--- src/rtl/pbnn_pkg.sv ---
// Shared widths and defaults for the point/box nearest-neighbor metric block.
package pbnn_pkg;

   // Default coordinate width of the query point and box bounds.
   localparam int COORD_BITS_DEF = 16;

   // Running sum width; sums saturate at all ones.
   localparam int SUM_BITS = 36;

   // Result width; results saturate at all ones.
   localparam int OUT_BITS = 35;

   // Signed width of the per-dimension face delta and its running minimum.
   localparam int DELTA_BITS = 33;

endpackage

--- src/rtl/point_box_nn_distance_metrics.sv ---
// Streaming MINDIST / MINMAXDIST between a query point and a box, one dimension per request.
// A pair's last dimension moves through the input, square, result and response registers.
// One request per cycle unless stalled; squares are registered before the running sums.
// The response register and a result holding stage let requests keep flowing while a
// response waits, until both are full.
// Reset (synchronous, active high) empties the pipeline and clears the running sums and minimum.
module point_box_nn_distance_metrics #(
   parameter int COORD_BITS = pbnn_pkg::COORD_BITS_DEF
) (
   input  logic                          clock,
   input  logic                          reset,
   input  logic                          req_valid,
   output logic                          req_stall,
   input  logic signed [COORD_BITS-1:0]  req_coord,
   input  logic signed [COORD_BITS-1:0]  req_box_low,
   input  logic signed [COORD_BITS-1:0]  req_box_high,
   input  logic                          req_last_dim,
   output logic                          rsp_valid,
   input  logic                          rsp_stall,
   output logic [pbnn_pkg::OUT_BITS-1:0] rsp_min_dist_sq,
   output logic [pbnn_pkg::OUT_BITS-1:0] rsp_min_max_dist_sq
);
   import pbnn_pkg::*;

   // Working widths.
   localparam int EW  = COORD_BITS + 2;          // holds 2*coord and low+high
   localparam int SQW = 2 * COORD_BITS + 2;      // square of a coordinate difference
   localparam int DLW = SQW + 1;                 // signed difference of two squares
   localparam int SW  = (DLW > DELTA_BITS + 1) ? DLW : DELTA_BITS + 1;
   localparam int AW  = ((SQW > SUM_BITS) ? SQW : SUM_BITS) + 1;
   localparam int MW  = SUM_BITS + 2;            // far sum plus signed minimum

   localparam logic signed [SW-1:0] DMAX =
      {{(SW-DELTA_BITS+1){1'b0}}, {(DELTA_BITS-1){1'b1}}};
   localparam logic signed [SW-1:0] DMIN =
      {{(SW-DELTA_BITS+1){1'b1}}, {(DELTA_BITS-1){1'b0}}};
   localparam logic [DELTA_BITS-1:0] BEST_RESET = {1'b0, {(DELTA_BITS-1){1'b1}}};
   localparam logic [AW-1:0] SUM_MAX_W = {{(AW-SUM_BITS){1'b0}}, {SUM_BITS{1'b1}}};
   localparam logic [SUM_BITS-1:0] NEAR_OUT_MAX = {1'b0, {OUT_BITS{1'b1}}};
   localparam logic signed [MW-1:0] MM_MAX = {3'b000, {OUT_BITS{1'b1}}};

   // Pipeline registers.
   logic                          v1_ff, v1_in;
   logic signed [COORD_BITS-1:0]  coord_ff, low_ff, high_ff;
   logic                          last1_ff;
   logic                          v2_ff, v2_in;
   logic [SQW-1:0]                sq_clamp_ff, sq_far_ff, sq_near_ff;
   logic                          last2_ff;
   logic [SUM_BITS-1:0]           near_sum_ff, near_sum_in;
   logic [SUM_BITS-1:0]           far_sum_ff, far_sum_in;
   logic signed [DELTA_BITS-1:0]  best_ff, best_in;
   logic                          v3_ff, v3_in;
   logic [SUM_BITS-1:0]           res_near_ff, res_far_ff;
   logic signed [DELTA_BITS-1:0]  res_best_ff;
   logic                          v4_ff, v4_in;
   logic [OUT_BITS-1:0]           out_near_ff, out_mm_ff;

   // Handshake flow between stages.
   logic rdy1, rdy2, rdy3, rdy4, move2, load3;

   assign rdy4  = !v4_ff || !rsp_stall;
   assign rdy3  = !v3_ff || rdy4;
   assign rdy2  = !v2_ff || !last2_ff || rdy3;
   assign rdy1  = !v1_ff || rdy2;
   assign move2 = v2_ff && rdy2;
   assign load3 = move2 && last2_ff;

   assign req_stall = !rdy1;
   assign v1_in = rdy1 ? req_valid : v1_ff;
   assign v2_in = rdy2 ? v1_ff : v2_ff;
   assign v3_in = load3 ? 1'b1 : (rdy4 ? 1'b0 : v3_ff);
   assign v4_in = (v3_ff && rdy4) ? 1'b1 : (rsp_stall ? v4_ff : 1'b0);

   // Stage 1: clamp point, choose near and far faces, form the three squares.
   logic signed [EW-1:0] p_x, lo_x, hi_x, clamp_x, far_x, near_x, twop_x, mid_x;
   logic signed [EW-1:0] d_clamp, d_far, d_near;
   logic [COORD_BITS:0]  a_clamp, a_far, a_near;

   always_comb begin
      p_x    = EW'(coord_ff);
      lo_x   = EW'(low_ff);
      hi_x   = EW'(high_ff);
      twop_x = p_x <<< 1;
      mid_x  = lo_x + hi_x;
      if (p_x < lo_x) begin
         clamp_x = lo_x;
      end else if (p_x > hi_x) begin
         clamp_x = hi_x;
      end else begin
         clamp_x = p_x;
      end
      far_x   = (twop_x >= mid_x) ? lo_x : hi_x;
      near_x  = (twop_x <= mid_x) ? lo_x : hi_x;
      d_clamp = p_x - clamp_x;
      d_far   = p_x - far_x;
      d_near  = p_x - near_x;
      a_clamp = d_clamp[EW-1] ? (COORD_BITS+1)'(-d_clamp) : (COORD_BITS+1)'(d_clamp);
      a_far   = d_far[EW-1]   ? (COORD_BITS+1)'(-d_far)   : (COORD_BITS+1)'(d_far);
      a_near  = d_near[EW-1]  ? (COORD_BITS+1)'(-d_near)  : (COORD_BITS+1)'(d_near);
   end

   // Stage 2: saturated accumulation and running minimum of the face delta.
   logic signed [DLW-1:0]        delta;
   logic signed [SW-1:0]         delta_w;
   logic signed [DELTA_BITS-1:0] delta_sat;
   logic [AW-1:0]                near_add, far_add;
   logic [SUM_BITS-1:0]          near_next, far_next;
   logic signed [DELTA_BITS-1:0] best_next;

   always_comb begin
      delta   = $signed({1'b0, sq_near_ff}) - $signed({1'b0, sq_far_ff});
      delta_w = SW'(delta);
      if (delta_w > DMAX) begin
         delta_sat = DELTA_BITS'(DMAX);
      end else if (delta_w < DMIN) begin
         delta_sat = DELTA_BITS'(DMIN);
      end else begin
         delta_sat = DELTA_BITS'(delta_w);
      end
      near_add  = AW'(near_sum_ff) + AW'(sq_clamp_ff);
      far_add   = AW'(far_sum_ff) + AW'(sq_far_ff);
      near_next = (near_add > SUM_MAX_W) ? {SUM_BITS{1'b1}} : near_add[SUM_BITS-1:0];
      far_next  = (far_add > SUM_MAX_W) ? {SUM_BITS{1'b1}} : far_add[SUM_BITS-1:0];
      best_next = (delta_sat < best_ff) ? delta_sat : best_ff;

      near_sum_in = near_sum_ff;
      far_sum_in  = far_sum_ff;
      best_in     = best_ff;
      if (move2) begin
         if (last2_ff) begin
            near_sum_in = '0;
            far_sum_in  = '0;
            best_in     = BEST_RESET;
         end else begin
            near_sum_in = near_next;
            far_sum_in  = far_next;
            best_in     = best_next;
         end
      end
   end

   // Stage 3: combine the far sum with the minimum delta and saturate the results.
   logic signed [MW-1:0] mm;
   logic [OUT_BITS-1:0]  mm_out, near_out;

   always_comb begin
      mm = $signed({2'b00, res_far_ff}) + MW'(res_best_ff);
      if (mm < 0) begin
         mm_out = '0;
      end else if (mm > MM_MAX) begin
         mm_out = {OUT_BITS{1'b1}};
      end else begin
         mm_out = mm[OUT_BITS-1:0];
      end
      near_out = (res_near_ff > NEAR_OUT_MAX) ? {OUT_BITS{1'b1}} : res_near_ff[OUT_BITS-1:0];
   end

   // Control registers.
   always_ff @(posedge clock) begin
      if (reset) begin
         v1_ff       <= 1'b0;
         v2_ff       <= 1'b0;
         v3_ff       <= 1'b0;
         v4_ff       <= 1'b0;
         near_sum_ff <= '0;
         far_sum_ff  <= '0;
         best_ff     <= BEST_RESET;
      end else begin
         v1_ff       <= v1_in;
         v2_ff       <= v2_in;
         v3_ff       <= v3_in;
         v4_ff       <= v4_in;
         near_sum_ff <= near_sum_in;
         far_sum_ff  <= far_sum_in;
         best_ff     <= best_in;
      end
   end

   // Payload registers.
   always_ff @(posedge clock) begin
      if (rdy1) begin
         coord_ff <= req_coord;
         low_ff   <= req_box_low;
         high_ff  <= req_box_high;
         last1_ff <= req_last_dim;
      end
      if (rdy2) begin
         sq_clamp_ff <= SQW'(a_clamp) * SQW'(a_clamp);
         sq_far_ff   <= SQW'(a_far) * SQW'(a_far);
         sq_near_ff  <= SQW'(a_near) * SQW'(a_near);
         last2_ff    <= last1_ff;
      end
      if (load3) begin
         res_near_ff <= near_next;
         res_far_ff  <= far_next;
         res_best_ff <= best_next;
      end
      if (v3_ff && rdy4) begin
         out_near_ff <= near_out;
         out_mm_ff   <= mm_out;
      end
   end

   assign rsp_valid           = v4_ff;
   assign rsp_min_dist_sq     = out_near_ff;
   assign rsp_min_max_dist_sq = out_mm_ff;

endmodule

--- config.mk ---
export PLATFORM = sky130hd
export DESIGN_NAME = point_box_nn_distance_metrics
export DESIGN_NICKNAME = d
export VERILOG_FILES = /design/src/rtl/pbnn_pkg.sv /design/src/rtl/point_box_nn_distance_metrics.sv
export SDC_FILE = /design/constraint.sdc
export NUM_CORES = 2
export LEC_CHECK = 0
export ABC_AREA = 1
export BUFFER_PORTS_ARGS = -buffer_cell sky130_fd_sc_hd__buf_2
export CAP_MARGIN = 20
export CORE_MARGIN = 5
export CORE_UTILIZATION = 42
export CTS_CLUSTER_SIZE = 16
export DETAILED_ROUTE_END_ITERATION = 10
export PLACE_DENSITY = 0.64
export SLEW_MARGIN = 15
export SYNTH_ARGS = -nofsm -noshare
export SYNTH_HDL_FRONTEND = slang
export SYNTH_SLANG_ARGS = --single-unit
--- constraint.sdc ---
create_clock -name clock -period 19.4 [get_ports clock]
set_input_delay 0.97 -clock clock [delete_from_list [all_inputs] [get_ports clock]]
set_output_delay 0.97 -clock clock [all_outputs]
set_load 0.02 [all_outputs]
==> flow_summary_export.csv <==
group,metric,value,unit
outcome,outcome,"finished, final reports clean",
synth,synth_cell_types,62,
synth,synth_area_per_cell,8.149,um2
grt,grt_start_max_net_pins,82,
die,die_height,367.6,um
min_path,hold_depth,0,
grt,overflow,0,
worst_setup_path,worst_r2r_endpoint,"sq_far_ff[32]",
timing,rsz0062_at_grt,"false",
grt,gr-usage-met3,0.02860,
cells_and_area,drive_gt1_frac,0.05866,
placement,gp_congestion,0.9419,
die,start_util,0.4217,
worst_setup_path,r2r-start,"high_ff[2]",
grt,busiest_layer,"met2",
die,placementRows,131,
routing,wl_per_cell,16.78,um
grt,grt_pass1_vias,42830,
timing,max_freq,0.07422,GHz
timing,layout_min_cycle_time,13470,ps
routing,vias,42578,
synth,syn-num-nets,7825,
job,cap_violations,0,
cells_and_area,instances_no_fill,8380,
placement,post-place-cells,8283,
timing,fin_crit_sh,0.6945,
worst_setup_path,r2r_setup_slack,5930,ps
routing,totalWireLength,140600,um
cells_and_area,fillers,12497,
worst_setup_path,end_kind,"register",
cells_and_area,fin_nets,7910,
routing,first_iter_violations,2957,
clocking,clkLatencyLatePin,640,ps
clocking,cts.repair.resized,0,
die,fp.dieW,367.6,um
timing,drv_slew,0,
die,dieArea,0.1351,mm2
synth,syn_inst,6590,
worst_setup_path,critical_path.max_fanout,33,
clocking,postCtsSetupBuffers,0,
worst_setup_path,cp_data_required_time,19780,ps
grt,grtUsageTotal,0.2071,
synth,synth_most_common_cell,"nand2_1",
worst_setup_path,crit_top_cell,"nand2_1",
timing,slew_headroom,0.2360,
routing,firstDrtPassIters,6,
synth,synth_seq_cells,433,
worst_setup_path,r2r_cells,58,
timing,skew,28.39,ps
timing,worst_slew_pin_slew,1142,ps
grt,met2_usage,0.3499,
clocking,cts_root_buffer,"clkbuf_16",
worst_setup_path,crit_start,"high_ff[2]",
placement,io_buffers,124,
routing,remaining_drc_errors,0,
grt,antenna_found_initial,4,
placement,post-dp-hpwl,115000,um
timing,setup_viol,0,
die,core_area,0.1274,mm2
clocking,cts.clk_slew.worst_paths,70,ps
timing,finalHoldViolCount,0,
synth,synthTopCellsByArea,"fa_1 (22%), edfxtp_1 (18%), ha_1 (14%), nand2_1 (9.7%), inv_1 (9.4%)",
min_path,hp-class,"register to register",
synth,synth_seq_area_share,0.2218,
worst_setup_path,cp-start-kind,"register",
worst_setup_path,cp.arrival,13850,ps
grt,grt_pass1_wl,227300,um
worst_setup_path,worst_path_largest_cell_delay,750,ps
synth,ys.flop_type,"edfxtp_1",
synth,yosys.area.top_type,"fa_1",
synth,yosys_warnings,0,
clocking,cts_tree,"done",
synth,synth_edf_count,324,
synth,synthArstFlopShare,0,
clocking,cts_hold_buf,0,
die,ioPinCount,125,
cells_and_area,synthToLayoutAreaGrowth,8.003,%
grt,met1_usage,0.2848,
clocking,clockBufferDepth,3,
timing,setup-tns-final,0,ps
synth,yosysTopAreaCellShare,0.2166,
clocking,cts_made_buffers,51,
clocking,htreeDepth,2,
routing,ant_nets,0,
synth,synth_area,0.05370,mm2
worst_setup_path,worstSetupEndpoint,"sq_far_ff[32]",
routing,drt-vias-per-instance,5.081,
clocking,cts.sink_count,433,
worst_setup_path,slowest_stage,"ha_1",
synth,yosys-top-cells-count,"nand2_1 (1387), inv_1 (1341), ha_1 (601), fa_1 (581), nor2_1 (529)",
worst_setup_path,crit_type,"register to register",
critical path: cells and delay by family, from the launching register on:
kind / cells / cell delay (ps)
adder cells (fa/ha/maj): 10 / 4730
AO/OA/AOI/OAI: 19 / 3750
AND/OR/NAND/NOR: 19 / 2670
buffers and inverters: 9 / 1420
flip-flops: 1 / 440
XOR/XNOR: 1 / 150
layout by cell type (no fill, tap or decap), drive strengths merged, types with 3 or more instances in the layout:
cell	netlist	final
ha	601	601
nor4	13	13
fa	581	581
o2111ai	5	5
clkbuf	76	66
o31ai	11	11
a21o	10	10
nand3	184	184
edfxtp	324	324
nor2	538	538
bufinv	0	7
nand4	40	40
or2	44	44
o21ai	233	233
xor2	174	174
a22oi	3	3
o211ai	11	11
clkinv	6	14
a21boi	10	10
o221ai	17	17
a31oi	74	74
and2	5	5
buf	47	155
dfxtp	109	109
a21oi	452	452
nand3b	21	21
o21bai	23	23
nand2	1422	1422
a211oi	12	12
o21a	10	10
clkinvlp	0	4
inv	1364	1374
nor3	47	47
xnor2	107	107
logic make-up after synthesis:
group | count (synthesis) | synth area share
compound gates | 883 | 0.09173
xor+xnor | 281 | 0.04681
fa+ha+maj | 1182 | 0.3566
buf+inv | 1493 | 0.1062
flops | 433 | 0.2218
simple gates | 2318 | 0.1769
area by class of cell:
type / count / area (um2) / share of cell area
Multi-Input combinational cell: 4664 / 36170 / 0.6237
Sequential cell: 433 / 11910 / 0.2054
Inverter: 1370 / 5147 / 0.08875
Tap cell: 1662 / 2079 / 0.03585
Clock buffer: 66 / 1383 / 0.02384
Timing Repair Buffer: 155 / 875.8 / 0.01510
Clock inverter: 29 / 427.9 / 0.007378
Antenna cell: 1 / 2.502 / 0.00004314
worst min path at each step:
| stage | start | end | slack (ps) |
|---|---|---|---|
| finish | last1_ff | last2_ff | 420 |
| global route | last1_ff | last2_ff | 440 |
| CTS | last1_ff | last2_ff | 430 |
| detailed placement | last1_ff | last2_ff | 410 |
| global placement | last1_ff | last2_ff | 410 |
| floorplan | last1_ff | last2_ff | 400 |
state kept, by name, summed over array words and instances, names as in the netlist, 16 cells and up:
signal and cells:
best_ff 33, coord_ff 16, far_sum_ff 36, high_ff 16, low_ff 16, near_sum_ff 36
res_best_ff 33, res_far_ff 36, res_near_ff 36, rsp_min_dist_sq 35, rsp_min_max_dist_sq 35, sq_clamp_ff 33
sq_far_ff 33, sq_near_ff 33
metal layers:
| metal | routed length, um | up-vias |
|---|---|---|
| li1 | - | 21003 |
| met1 | 63770 | 20206 |
| met2 | 65180 | 1175 |
| met3 | 8418 | 190 |
| met4 | 3159 | 4 |
| met5 | 57 | - |
stage by stage:
step	area (um2)	utilization	hold slack [ps]	setup WS, ps
after floorplan	53700	-	400.3	7575
after global placement	56160	0.4410	406.9	6155
after detailed placement	56160	0.4410	409.3	5905
after CTS	57970	0.4552	427.6	5916
after global routing	58000	0.4554	444.7	4831
final	58000	0.4554	424.4	5927
Power is left out: the tool's default activity adds up to more than one toggle a clock period on the data nets, which glitch-free logic cannot reach.
